$ cat config.mk
export PLATFORM = sky130hd
export DESIGN_NAME = newreno_congestion_window_flat
export DESIGN_NICKNAME = d
export VERILOG_FILES = /design/src/design/nrcw_pkg.sv /design/src/design/nrcw_ifs.sv /design/src/design/nrcw_divider.sv /design/src/design/newreno_congestion_window.sv /design/src/flat_wrapper.sv
export SDC_FILE = /design/constraint.sdc
export NUM_CORES = 2
export LEC_CHECK = 0
export ABC_AREA = 0
export BUFFER_PORTS_ARGS = -buffer_cell sky130_fd_sc_hd__buf_2
export CAP_MARGIN = 15
export CORE_AREA = 2 2 228 230
export DETAILED_ROUTE_END_ITERATION = 6
export DIE_AREA = 0 0 230 232
export GPL_TIMING_DRIVEN = 0
export PLACE_DENSITY_LB_ADDON = 0.15
export REMOVE_ABC_BUFFERS = 1
export SYNTH_ARGS = -nofsm -noshare
export SYNTH_HDL_FRONTEND = slang
export SYNTH_SLANG_ARGS = --single-unit
$ cat constraint.sdc
create_clock -name i_clk -period 9.6 [get_ports i_clk]
set_input_delay 0.48 -clock i_clk [delete_from_list [all_inputs] [get_ports i_clk]]
set_output_delay 0.48 -clock i_clk [all_outputs]
set_load 0.05 [all_outputs]
$ cat src/design/nrcw_pkg.sv
// Shared types, constants and helpers for the NewReno congestion window block.
// No dependencies; used by the interfaces, the divider and the top level.
package nrcw_pkg;

    localparam int unsigned MSS_W    = 14;
    localparam int unsigned OP_W     = 2;
    localparam int unsigned TIME_W   = 64;
    localparam int unsigned ACKED_W  = 16;
    localparam int unsigned WIN_W    = 32;
    localparam int unsigned PROD_W   = MSS_W + ACKED_W;
    localparam int unsigned DIV_CNT_W = $clog2(PROD_W);

    // count value of the final quotient bit in the serial divider
    localparam logic [DIV_CNT_W-1:0] DIV_LAST_STEP = DIV_CNT_W'(PROD_W - 1);

    localparam logic [OP_W-1:0] OP_ACK   = 2'd0;
    localparam logic [OP_W-1:0] OP_LOSS  = 2'd1;
    localparam logic [OP_W-1:0] OP_RESET = 2'd2;

    localparam int unsigned MSS_RESET_I = 1252;
    localparam int unsigned INIT_CAP_I  = 14720;
    localparam int unsigned TWO_MSS_I   = 2 * MSS_RESET_I;
    localparam int unsigned TEN_MSS_I   = 10 * MSS_RESET_I;
    localparam int unsigned INIT_LO_I   = (TWO_MSS_I < INIT_CAP_I) ? INIT_CAP_I : TWO_MSS_I;
    localparam int unsigned INIT_WIN_I  = (TEN_MSS_I < INIT_LO_I) ? TEN_MSS_I : INIT_LO_I;

    localparam logic [MSS_W-1:0] MSS_RESET   = MSS_W'(MSS_RESET_I);
    localparam logic [WIN_W-1:0] INIT_WINDOW = WIN_W'(INIT_WIN_I);
    localparam logic [WIN_W-1:0] WIN_ALL_ONES = '1;

    typedef struct packed {
        logic start;
    } t_div_ctrl;

    typedef struct packed {
        logic busy;
        logic done;
    } t_div_status;

    typedef enum logic [3:0] {
        S_IDLE   = 4'b0001,
        S_DSTART = 4'b0010,
        S_DWAIT  = 4'b0100,
        S_DONE   = 4'b1000
    } t_state;

    function automatic logic [WIN_W-1:0] sat_add(input logic [WIN_W-1:0] a,
                                                 input logic [WIN_W-1:0] b);
        logic [WIN_W:0] s;
        s = {1'b0, a} + {1'b0, b};
        return s[WIN_W] ? WIN_ALL_ONES : s[WIN_W-1:0];
    endfunction

endpackage

$ cat src/design/nrcw_ifs.sv
// Valid/ready channel interfaces for events, results and the datagram size register.
// Depends on nrcw_pkg for field widths.
interface nrcw_event_if;
    logic                            valid;
    logic                            ready;
    logic [nrcw_pkg::OP_W-1:0]       operation;
    logic [nrcw_pkg::TIME_W-1:0]     send_stamp;
    logic [nrcw_pkg::ACKED_W-1:0]    ack_len;
    logic [nrcw_pkg::TIME_W-1:0]     now;
    logic                            cwnd_limited;
    modport source (output valid, operation, send_stamp, ack_len, now, cwnd_limited,
                    input ready);
    modport sink   (input valid, operation, send_stamp, ack_len, now, cwnd_limited,
                    output ready);
endinterface

interface nrcw_result_if;
    logic                        valid;
    logic                        ready;
    logic [nrcw_pkg::WIN_W-1:0]  window_bytes;
    logic [nrcw_pkg::WIN_W-1:0]  slow_start_threshold;
    logic                        in_slow_start;
    logic                        in_recovery;
    modport source (output valid, window_bytes, slow_start_threshold, in_slow_start,
                    in_recovery, input ready);
    modport sink   (input valid, window_bytes, slow_start_threshold, in_slow_start,
                    in_recovery, output ready);
endinterface

interface nrcw_cfg_if;
    logic                        valid;
    logic                        ready;
    logic [nrcw_pkg::MSS_W-1:0]  max_datagram_size;
    modport source (output valid, max_datagram_size, input ready);
    modport sink   (input valid, max_datagram_size, output ready);
endinterface

$ cat src/design/nrcw_divider.sv
// Restoring serial divider, one quotient bit per cycle.
// Depends on nrcw_pkg for widths and the control/status structs.
module nrcw_divider (
    input  logic                         i_clk,
    input  logic                         i_rst_n,
    input  nrcw_pkg::t_div_ctrl          i_ctrl,
    input  logic [nrcw_pkg::PROD_W-1:0]  i_dividend,
    input  logic [nrcw_pkg::WIN_W-1:0]   i_divisor,
    output nrcw_pkg::t_div_status        o_status,
    output logic [nrcw_pkg::PROD_W-1:0]  o_quotient
);

    logic                              r_busy, n_busy;
    logic                              r_done, n_done;
    logic [nrcw_pkg::DIV_CNT_W-1:0]    r_cnt, n_cnt;
    logic [nrcw_pkg::WIN_W-1:0]        r_rem, n_rem;
    logic [nrcw_pkg::WIN_W-1:0]        r_div, n_div;
    logic [nrcw_pkg::PROD_W-1:0]       r_quo, n_quo;
    logic [nrcw_pkg::WIN_W:0]          trial;
    logic [nrcw_pkg::WIN_W:0]          diff;

    always_comb begin
        n_busy = r_busy;
        n_done = 1'b0;
        n_cnt  = r_cnt;
        n_rem  = r_rem;
        n_div  = r_div;
        n_quo  = r_quo;
        // shift in the next dividend bit, subtract if it fits
        trial  = {r_rem, r_quo[nrcw_pkg::PROD_W-1]};
        diff   = trial - {1'b0, r_div};
        if (i_ctrl.start) begin
            n_busy = 1'b1;
            n_cnt  = '0;
            n_rem  = '0;
            n_div  = i_divisor;
            n_quo  = i_dividend;
        end else if (r_busy) begin
            if (trial >= {1'b0, r_div}) begin
                n_rem = diff[nrcw_pkg::WIN_W-1:0];
                n_quo = {r_quo[nrcw_pkg::PROD_W-2:0], 1'b1};
            end else begin
                n_rem = trial[nrcw_pkg::WIN_W-1:0];
                n_quo = {r_quo[nrcw_pkg::PROD_W-2:0], 1'b0};
            end
            n_cnt = r_cnt + nrcw_pkg::DIV_CNT_W'(1);
            if (r_cnt == nrcw_pkg::DIV_LAST_STEP) begin
                n_busy = 1'b0;
                n_done = 1'b1;
            end
        end
    end

    always_ff @(posedge i_clk) begin
        if (!i_rst_n) begin
            r_busy <= 1'b0;
            r_done <= 1'b0;
            r_cnt  <= '0;
        end else begin
            r_busy <= n_busy;
            r_done <= n_done;
            r_cnt  <= n_cnt;
        end
        r_rem <= n_rem;
        r_div <= n_div;
        r_quo <= n_quo;
    end

    assign o_status.busy = r_busy;
    assign o_status.done = r_done;
    assign o_quotient    = r_quo;

endmodule

$ cat src/design/newreno_congestion_window.sv
// Newreno congestion window tracker: one result word per event word. Loss, reset,
// ignored acks and slow start acks pass through S_DONE to the output register; an
// ack in congestion avoidance first passes S_DSTART and S_DWAIT, where the serial
// divider forms max_datagram_size * acked_bytes / window one quotient bit per cycle
// (30 steps). No new event is taken until the current result has been handed to
// the output register; that register lets the result wait while the next event
// is taken. The datagram size register is always ready and must be written only
// while the block is idle. Depends on nrcw_pkg, nrcw_ifs and nrcw_divider.
module newreno_congestion_window (
    input  logic          i_clk,
    input  logic          i_rst_n,
    nrcw_cfg_if.sink      i_cfg,
    nrcw_event_if.sink    i_event,
    nrcw_result_if.source o_result
);

    nrcw_pkg::t_state                r_state, n_state;
    logic [nrcw_pkg::MSS_W-1:0]      r_mss;
    logic [nrcw_pkg::WIN_W-1:0]      r_window, n_window;
    logic [nrcw_pkg::WIN_W-1:0]      r_thresh, n_thresh;
    logic [nrcw_pkg::TIME_W-1:0]     r_rec, n_rec;
    logic [nrcw_pkg::PROD_W-1:0]     r_prod;

    logic                            r_out_valid, n_out_valid;
    logic [nrcw_pkg::WIN_W-1:0]      r_out_win, n_out_win;
    logic [nrcw_pkg::WIN_W-1:0]      r_out_thr, n_out_thr;
    logic                            r_out_ss, n_out_ss;
    logic                            r_out_rec, n_out_rec;

    logic                            accept;
    logic                            after_rec;
    logic [nrcw_pkg::WIN_W-1:0]      min_win;
    logic [nrcw_pkg::WIN_W-1:0]      half_win;
    logic [nrcw_pkg::WIN_W-1:0]      divisor;
    nrcw_pkg::t_div_ctrl             div_ctrl;
    nrcw_pkg::t_div_status           div_st;
    logic [nrcw_pkg::PROD_W-1:0]     quotient;

    assign i_cfg.ready   = 1'b1;
    assign i_event.ready = (r_state == nrcw_pkg::S_IDLE);
    assign accept        = i_event.valid && i_event.ready;

    assign after_rec = i_event.send_stamp > r_rec;
    assign min_win   = {{(nrcw_pkg::WIN_W - nrcw_pkg::MSS_W - 1){1'b0}}, r_mss, 1'b0};
    assign half_win  = {1'b0, r_window[nrcw_pkg::WIN_W-1:1]};
    assign divisor   = (r_window == '0) ? nrcw_pkg::WIN_W'(1) : r_window;

    assign div_ctrl.start = (r_state == nrcw_pkg::S_DSTART);

    nrcw_divider u_div (
        .i_clk      (i_clk),
        .i_rst_n    (i_rst_n),
        .i_ctrl     (div_ctrl),
        .i_dividend (r_prod),
        .i_divisor  (divisor),
        .o_status   (div_st),
        .o_quotient (quotient)
    );

    always_comb begin
        n_state     = r_state;
        n_window    = r_window;
        n_thresh    = r_thresh;
        n_rec       = r_rec;
        n_out_valid = r_out_valid && !o_result.ready;
        n_out_win   = r_out_win;
        n_out_thr   = r_out_thr;
        n_out_ss    = r_out_ss;
        n_out_rec   = r_out_rec;
        case (r_state)
            nrcw_pkg::S_IDLE: begin
                if (accept) begin
                    n_state = nrcw_pkg::S_DONE;
                    case (i_event.operation)
                        nrcw_pkg::OP_ACK: begin
                            if (after_rec) begin
                                n_rec = '0;
                                if (i_event.cwnd_limited) begin
                                    if (r_window < r_thresh) begin
                                        n_window = nrcw_pkg::sat_add(r_window,
                                            nrcw_pkg::WIN_W'(i_event.ack_len));
                                    end else begin
                                        n_state = nrcw_pkg::S_DSTART;
                                    end
                                end
                            end
                        end
                        nrcw_pkg::OP_LOSS: begin
                            if (after_rec) begin
                                n_rec    = i_event.now;
                                n_window = (half_win < min_win) ? min_win : half_win;
                                n_thresh = (half_win < min_win) ? min_win : half_win;
                            end
                        end
                        nrcw_pkg::OP_RESET: begin
                            n_window = min_win;
                            n_rec    = '0;
                        end
                        default: ;
                    endcase
                end
            end
            nrcw_pkg::S_DSTART: n_state = nrcw_pkg::S_DWAIT;
            nrcw_pkg::S_DWAIT: begin
                if (div_st.done) begin
                    n_window = nrcw_pkg::sat_add(r_window, nrcw_pkg::WIN_W'(quotient));
                    n_state  = nrcw_pkg::S_DONE;
                end
            end
            nrcw_pkg::S_DONE: begin
                // publish once the output register is free or being drained
                if (!r_out_valid || o_result.ready) begin
                    n_out_valid = 1'b1;
                    n_out_win   = r_window;
                    n_out_thr   = r_thresh;
                    n_out_ss    = r_window < r_thresh;
                    n_out_rec   = r_rec != '0;
                    n_state     = nrcw_pkg::S_IDLE;
                end
            end
            default: n_state = nrcw_pkg::S_IDLE;
        endcase
    end

    always_ff @(posedge i_clk) begin
        if (!i_rst_n) begin
            r_state     <= nrcw_pkg::S_IDLE;
            r_mss       <= nrcw_pkg::MSS_RESET;
            r_window    <= nrcw_pkg::INIT_WINDOW;
            r_thresh    <= nrcw_pkg::WIN_ALL_ONES;
            r_rec       <= '0;
            r_out_valid <= 1'b0;
        end else begin
            r_state     <= n_state;
            r_window    <= n_window;
            r_thresh    <= n_thresh;
            r_rec       <= n_rec;
            r_out_valid <= n_out_valid;
            if (i_cfg.valid && i_cfg.ready) begin
                r_mss <= i_cfg.max_datagram_size;
            end
        end
        if (accept) begin
            r_prod <= nrcw_pkg::PROD_W'(r_mss) * nrcw_pkg::PROD_W'(i_event.ack_len);
        end
        r_out_win <= n_out_win;
        r_out_thr <= n_out_thr;
        r_out_ss  <= n_out_ss;
        r_out_rec <= n_out_rec;
    end

    assign o_result.valid                = r_out_valid;
    assign o_result.window_bytes         = r_out_win;
    assign o_result.slow_start_threshold = r_out_thr;
    assign o_result.in_slow_start        = r_out_ss;
    assign o_result.in_recovery          = r_out_rec;

    a_done_in_wait: assert property (@(posedge i_clk) disable iff (!i_rst_n)
        div_st.done |-> r_state == nrcw_pkg::S_DWAIT)
        else $error("divider finished outside of the wait state");

    a_busy_when_waiting: assert property (@(posedge i_clk) disable iff (!i_rst_n)
        (r_state == nrcw_pkg::S_DWAIT && !div_st.done) |-> div_st.busy)
        else $error("waiting on an idle divider");

    a_accept_blocks: assert property (@(posedge i_clk) disable iff (!i_rst_n)
        accept |=> !i_event.ready)
        else $error("event taken while the previous one is in flight");

    a_publish: assert property (@(posedge i_clk) disable iff (!i_rst_n)
        (r_state == nrcw_pkg::S_DONE && (!r_out_valid || o_result.ready))
            |=> (o_result.valid && r_state == nrcw_pkg::S_IDLE))
        else $error("finished word not moved to the output register");

endmodule

$ cat src/flat_wrapper.sv
// flat-port wrapper written by rule: the top's interface ports become plain ports
module newreno_congestion_window_flat 
  (i_clk, i_rst_n, i_cfg_valid, i_cfg_max_datagram_size, i_cfg_ready, i_event_valid, i_event_operation, i_event_send_stamp, i_event_ack_len, i_event_now, i_event_cwnd_limited, i_event_ready, o_result_valid, o_result_window_bytes, o_result_slow_start_threshold, o_result_in_slow_start, o_result_in_recovery, o_result_ready);
  nrcw_cfg_if i_cfg_i ();
  nrcw_event_if i_event_i ();
  nrcw_result_if o_result_i ();
  input  logic i_clk;
  input  logic i_rst_n;
  input wire logic [$bits(i_cfg_i.valid)-1:0] i_cfg_valid;
  input wire logic [$bits(i_cfg_i.max_datagram_size)-1:0] i_cfg_max_datagram_size;
  output wire logic [$bits(i_cfg_i.ready)-1:0] i_cfg_ready;
  input wire logic [$bits(i_event_i.valid)-1:0] i_event_valid;
  input wire logic [$bits(i_event_i.operation)-1:0] i_event_operation;
  input wire logic [$bits(i_event_i.send_stamp)-1:0] i_event_send_stamp;
  input wire logic [$bits(i_event_i.ack_len)-1:0] i_event_ack_len;
  input wire logic [$bits(i_event_i.now)-1:0] i_event_now;
  input wire logic [$bits(i_event_i.cwnd_limited)-1:0] i_event_cwnd_limited;
  output wire logic [$bits(i_event_i.ready)-1:0] i_event_ready;
  output wire logic [$bits(o_result_i.valid)-1:0] o_result_valid;
  output wire logic [$bits(o_result_i.window_bytes)-1:0] o_result_window_bytes;
  output wire logic [$bits(o_result_i.slow_start_threshold)-1:0] o_result_slow_start_threshold;
  output wire logic [$bits(o_result_i.in_slow_start)-1:0] o_result_in_slow_start;
  output wire logic [$bits(o_result_i.in_recovery)-1:0] o_result_in_recovery;
  input wire logic [$bits(o_result_i.ready)-1:0] o_result_ready;
  assign i_cfg_i.valid = i_cfg_valid;
  assign i_cfg_i.max_datagram_size = i_cfg_max_datagram_size;
  assign i_cfg_ready = i_cfg_i.ready;
  assign i_event_i.valid = i_event_valid;
  assign i_event_i.operation = i_event_operation;
  assign i_event_i.send_stamp = i_event_send_stamp;
  assign i_event_i.ack_len = i_event_ack_len;
  assign i_event_i.now = i_event_now;
  assign i_event_i.cwnd_limited = i_event_cwnd_limited;
  assign i_event_ready = i_event_i.ready;
  assign o_result_valid = o_result_i.valid;
  assign o_result_window_bytes = o_result_i.window_bytes;
  assign o_result_slow_start_threshold = o_result_i.slow_start_threshold;
  assign o_result_in_slow_start = o_result_i.in_slow_start;
  assign o_result_in_recovery = o_result_i.in_recovery;
  assign o_result_i.ready = o_result_ready;
  newreno_congestion_window u_core (.i_clk(i_clk), .i_rst_n(i_rst_n), .i_cfg(i_cfg_i), .i_event(i_event_i), .o_result(o_result_i));
endmodule
## Word-level counts from Yosys, hierarchy flattened

Cells that the tools add are included.

- Output and inout bits: 69
- Input port bits: 166
- Register bits: 344
- Word-level logic and storage cells: 95

- Equal/unequal tests: 17
- $lt $le $gt $ge: 4
- Bitwise logic cells: 2
- Multipliers: 1
- Multiplexer cells: 32
- Add/subtract/negate cells: 4
- Reductions and logical operators: 18

Operator list:

| kind | count |
|---|---|
| 32-bit two-way mux | 9 |
| 64-bit one-hot mux with 3 select lines | 1 |
| 64-bit two-way mux | 2 |
| 32-bit one-hot mux with 3 select lines | 1 |
| 64-bit > comparator | 1 |
| 32-bit one-hot mux with 2 select lines | 1 |
| 64-bit nonzero test | 1 |
| 30-bit two-way mux | 2 |
| 32-bit by 16-bit adder with 33-bit output | 1 |
| 32-bit by 30-bit adder with 33-bit output | 1 |
| 33-bit by 32-bit greater-or-equal comparator with 1-bit output | 1 |
| 32-bit logical NOT | 1 |
| 32-bit less-than comparator | 1 |
| 32-bit subtractor | 1 |
| 31-bit by 15-bit less-than comparator with 1-bit output | 1 |
| 31-bit two-way mux | 1 |
| 14-bit by 16-bit multiplier with 30-bit output | 1 |
| 4-bit two-way mux | 7 |
| 4-bit one-hot mux with 4 select lines | 1 |
| 3-bit != test, second input constant | 4 |
| 8-bit AND reduction | 1 |
| 1-bit two-way mux | 7 |
| 2-bit by 1-bit != test with 1-bit output, second input constant | 3 |
| 5-bit by 1-bit adder with 5-bit output, second input constant | 1 |
| 22 further kinds | 27 |

## Logic depth before layout (Yosys ltp)

- Depth in word-level cells: 8
- Gate-level depth with buffers: 25
- Depth with buffers taken out: 24

## Modules after synthesis

From an unflattened synthesis, not the netlist that was laid out.

- Cell total of the unflattened synthesis: 3135
- Area, all modules: 28539.9 µm²

By module, submodules not included:

| module | instances | seq. area each (µm²) | cells each | area each (µm²) |
|---|---|---|---|---|
| newreno_congestion_window | 1 | 5825.6 | 2525 | 22451.5 |
| nrcw_divider | 1 | 2642.5 | 610 | 6088.3 |

## Worst setup path after synthesis

OpenSTA, ideal clock, no wires.

- Kind: flip-flop to output port
- Start: reg u_core.r_state[3]
- End: out i_event_ready
- Data arrival time: 2320 ps
- Cell stages (with the launch flop): 2
- Required time: 9120 ps
- Slack: 6800 ps
- Cells stage by stage: dfxtp_1 > nor4b_1

- Longest elaborated chain between the ends: 1

RTL lines:

| element | RTL line | source |
|---|---|---|
| start, declared | newreno_congestion_window.sv:17 | `nrcw_pkg::t_state r_state, n_state;` |
| start signal, assigned | newreno_congestion_window.sv:127 | `r_state <= nrcw_pkg::S_IDLE;` |
| start signal, assigned | newreno_congestion_window.sv:134 | `r_state <= n_state;` |
| 4-bit by 1-bit == test with 1-bit output | newreno_congestion_window.sv:40 | `assign i_event.ready = (r_state == nrcw_pkg::S_IDLE);` |
| end, declared | flat_wrapper.sv:18 | `output wire logic [$bits(i_event_i.ready)-1:0] i_event_ready;` |

No other way between the ends.

## Worst setup path after layout

- Start: reg u_core.r_mss[7] (netlist name)
- End: reg u_core.r_prod[28] (netlist name), data pin

- Longest elaborated chain between the ends: 1

RTL lines:

| element | RTL line | source |
|---|---|---|
| start, declared | newreno_congestion_window.sv:18 | `logic [nrcw_pkg::MSS_W-1:0] r_mss;` |
| start signal, assigned | newreno_congestion_window.sv:128 | `r_mss <= nrcw_pkg::MSS_RESET;` |
| start signal, assigned | newreno_congestion_window.sv:140 | `r_mss <= i_cfg.max_datagram_size;` |
| 14-bit by 16-bit multiplier with 30-bit output | newreno_congestion_window.sv:144 | `r_prod <= nrcw_pkg::PROD_W'(r_mss) * nrcw_pkg::PROD_W'(i_event.ack_len);` |
| end signal, assigned | newreno_congestion_window.sv:144 |  |
| end, declared | newreno_congestion_window.sv:22 | `logic [nrcw_pkg::PROD_W-1:0] r_prod;` |

No other way between the ends.
A chain may end at the register's enable or synchronous reset.

==> summary.md <==
| Metric | Value |
|---|---|
| Core area | `50900 um^2` |
| R2R Path Start | `u_core.r_mss[7]` |
| Post-synthesis cell area | `27800 um^2` |
| Pin count of the biggest net entering global routing | `86` |
| Vias/cell | `5.83` |
| Hold Buf Count CTS | `0` |
| NumNets Final | `3868` |
| P per Cell Area | `207 nW/um^2` |
| Setup CP Type | `reg -> reg` |
| DR vias | `23100` |
| Post-CTS setup repair buffer count | `0` |
| Crit Path Max Fanout | `17` |
| Mapped Avg Cell Area | `8.87 um^2` |
| Die height | `232 um` |
| Clk sinks | `344` |
| H-tree Lvls | `2` |
| Synthesized instance count | `3132` |
| Crit path launch type | `register` |
| Final WL | `77600 um` |
| WP data arrival | `7.74 ns` |
| Final slew viol count | `0` |
| RSZ-0062 raised after global routing | `no` |
| Reg2reg end | `u_core.r_prod[28]` |
| Leakage power | `14.1 nW` |
| First-pass GRT wire length | `125000 um` |
| Rows | `83` |
| Outcome | `complete, no violations` |
| Final Instance Count excl. Fillers | `3967` |
| Synth area leader | `edfxtp_1` |
| Synth top cells by count | `nand2_1, inv_1, ha_1` |
| Total power | `6.35 mW` |
| WP data required | `9.88 ns` |
| Max VDD drop | `248 uV` |
| Clk_skew | `0.0282 ns` |
| DIE WIDTH | `230 um` |
| Post-synth top area share | `17.1%` |
| Final Core Density | `60.3%` |
| Period minus WS final | `7.45 ns` |
| Share of layout cells above drive strength 1 | `10.5%` |
| Startpoint of the worst hold path | `i_cfg_max_datagram_size[7]` |
| Total track usage | `29.3%` |
| EDFF count, synth | `158` |
| CTS root buf | `clkbuf_16` |
| Routability cong. | `0.928` |
| R2R setup slack | `2.15 ns` |
| Detailed Route Iter0 Violations | `1559` |
| Slew @ Worst Pin | `1.21 ns` |
| CTS resizes | `0` |
| Number of synthesized register bits | `344` |
| Worst slew margin | `19.0%` |
| P&R area growth vs syn | `10.5%` |
| Hold path cells | `3` |
| Setup TNS | `0 ns` |
| Setup crit start | `u_core.r_mss[7]` |
| Final HPWL DP | `57400 um` |
| Fmax | `134 MHz` |
| Clock latency on the worst-skew pair | `0.56 ns` |
| Die area | `53400 um^2` |
| Io pins | `235` |
| Most frequent cell after synthesis | `nand2_1` |
| Top area cells in the synthesized netlist | `edfxtp_1, dfxtp_1, ha_1` |
| DRT Pass-1 Iters | `6` |
| TritonCTS buffer count | `40` |
| Post-synthesis sequential area ratio | `30.5%` |
| # fillers | `4469` |
| Yosys warns | `0` |
| ANT nets after route | `0` |
| Hold Path Class | `in -> reg` |
| TritonCTS clock tree | `yes` |
| Post-route DRC | `0` |
| Total gr overflow | `0` |
| Initial antenna violation count | `10` |
| Clock Pin Slew Worst Setup and Hold Paths | `0.06 ns` |
| WHS Endpoint | `u_core.r_mss[7]` |
| Post-detailed-route wirelength per cell | `19.6 um` |
| Cells after DPL | `3886` |
| Final period util | `77.6%` |
| R2r worst-path depth | `23` |
| Post-synth ARST share | `0%` |
| Count of different cell masters after synthesis | `83` |
| Final hold violation count | `0` |
| CTS Buffer Depth | `3` |
| Critical Path End Type | `register` |
| Buffers added on ports | `233` |
| Maximum Capacitance Violations | `0` |
| Ys flop type | `dfxtp_1` |
| Vias in the first global route | `23700` |
| Setup violators final | `0` |
| Initial core utilization | `54.6%` |
==> worst max path at each step <==
stage / endpoint / slack, ns / cells after the start
after floorplan: u_core.o_result.in_recovery / 2.02 / 2
after global placement: u_core.o_result.slow_start_threshold[5] / -0.49 / 3
after detailed placement: u_core.r_prod[29] / 2.20 / 23
after CTS: u_core.r_prod[29] / 2.17 / 23
after global routing: u_core.r_prod[28] / 1.66 / 23
final: u_core.r_prod[28] / 2.15 / 23
==> metrics by stage <==
step | instance area [um^2] | hold slack, ns | setup slack (ns)
6_report | 30700 | 0.156 | 2.15
5_1_grt | 30700 | 0.161 | 1.66
4_1_cts | 30700 | 0.136 | 2.17
3_5_place_dp | 29500 | 0.443 | 2.20
3_3_place_gp | 29100 | 0.444 | -0.495
2_1_floorplan | 27100 | 0.430 | 2.02
==> worst max-delay path, cell delays in order (launching register included) <==
cell and delay [ns]:
dfxtp_1 0.94, inv_1 0.28, nor2_1 0.35, fa_1 0.46, ha_1 0.24, fa_1 0.53
inv_1 0.05, fa_1 0.48, inv_1 0.05, fa_1 0.53, inv_1 0.05, fa_1 0.53
inv_1 0.04, ha_1 0.35, a21o_1 0.20, a21oi_1 0.23, a2bb2oi_1 0.29, a31oi_1 0.19
a41oi_1 0.30, o211ai_1 0.19, o41ai_1 0.49, o21bai_1 0.13, a21oi_1 0.20, xnor2_1 0.09
==> state kept, by name, indices dropped and copies added (netlist names) <==
register and cells:
u_core.o_result.in_recovery 1, u_core.r_rec 64, u_core.r_prod 30, u_core.r_window 32
u_core.r_thresh 32, u_core.o_result.window_bytes 32, u_core.u_div.r_rem 32, u_core.o_result.slow_start_threshold 32
u_core.u_div.o_quotient 30, u_core.u_div.r_done 1, u_core.o_result.valid 1, u_core.r_state 4
u_core.u_div.r_cnt 5, u_core.r_mss 14, u_core.u_div.r_busy 1, u_core.u_div.r_div 32
u_core.o_result.in_slow_start 1
==> placed cells by master (no fill, tap or decap), types with 11 or more instances in the layout <==
| cell type | instances |
|---|---|
| fa_1 | 168 |
| and2_1 | 111 |
| o211ai_1 | 31 |
| clkbuf_16 | 41 |
| a31oi_1 | 32 |
| ha_1 | 285 |
| nor2b_1 | 31 |
| a21o_1 | 61 |
| buf_4 | 11 |
| nand4_1 | 35 |
| nand2_1 | 426 |
| nor3_1 | 30 |
| nor2_1 | 144 |
| xor2_1 | 33 |
| nor4_1 | 30 |
| o21ai_0 | 108 |
| edfxtp_1 | 158 |
| inv_1 | 348 |
| clkbuf_1 | 13 |
| dfxtp_1 | 185 |
| a21oi_1 | 175 |
| a211oi_1 | 29 |
| a21boi_0 | 69 |
| nand2b_1 | 16 |
| nand3_1 | 122 |
| buf_2 | 232 |
| and3_1 | 17 |
| o21a_1 | 23 |
| mux2i_1 | 43 |
| xnor2_1 | 66 |
==> kinds of logic (layout without fill, tap and decap cells) <==
| family | after synthesis | after routing | synth area share [%] |
|---|---|---|---|
| AOI/OAI and AO/OA | 660 | 660 | 15.8 |
| xor gates and xnor gates | 99 | 99 | 3.12 |
| adders and majority gates | 454 | 454 | 25.0 |
| buffers and inverters | 532 | 677 | 7.22 |
| DFF | 344 | 344 | 30.5 |
| muxes | 44 | 44 | 1.59 |
| other | 1 | 11 | 0.0135 |
| and+or+nand+nor | 998 | 998 | 16.8 |
==> layout make-up <==
cell class / count / area [um^2] / share of cell area, %
inverters: 351 / 1320 / 4.30
multi-input cells: 2256 / 17300 / 56.5
flip-flops and latches: 344 / 8470 / 27.6
repair buffers: 255 / 1480 / 4.83
clock inverters: 15 / 108 / 0.350
clock buffers: 56 / 1100 / 3.59
well taps: 680 / 851 / 2.77
diodes: 10 / 25.0 / 0.0815
==> layer usage <==
layer  share of wire [%]  wire (um)  up-vias  GRT usage (%)
li1                    -          -    11000              -
met1                  42      32800    11200           37.7
met2                  48      37100      718           49.4
met3                 5.4       4230      185           4.06
met4                 4.4       3430        0           13.0
met5                   0          0        -              0
==> report_power, final <==
group / internal [mW] / total, mW / switching [mW]
logic: 1.30 / 3.02 / 1.73
registers: 1.77 / 1.89 / 0.118
clock network: 0.829 / 1.44 / 0.613
Note: power is estimated with default switching activity, not from simulation.
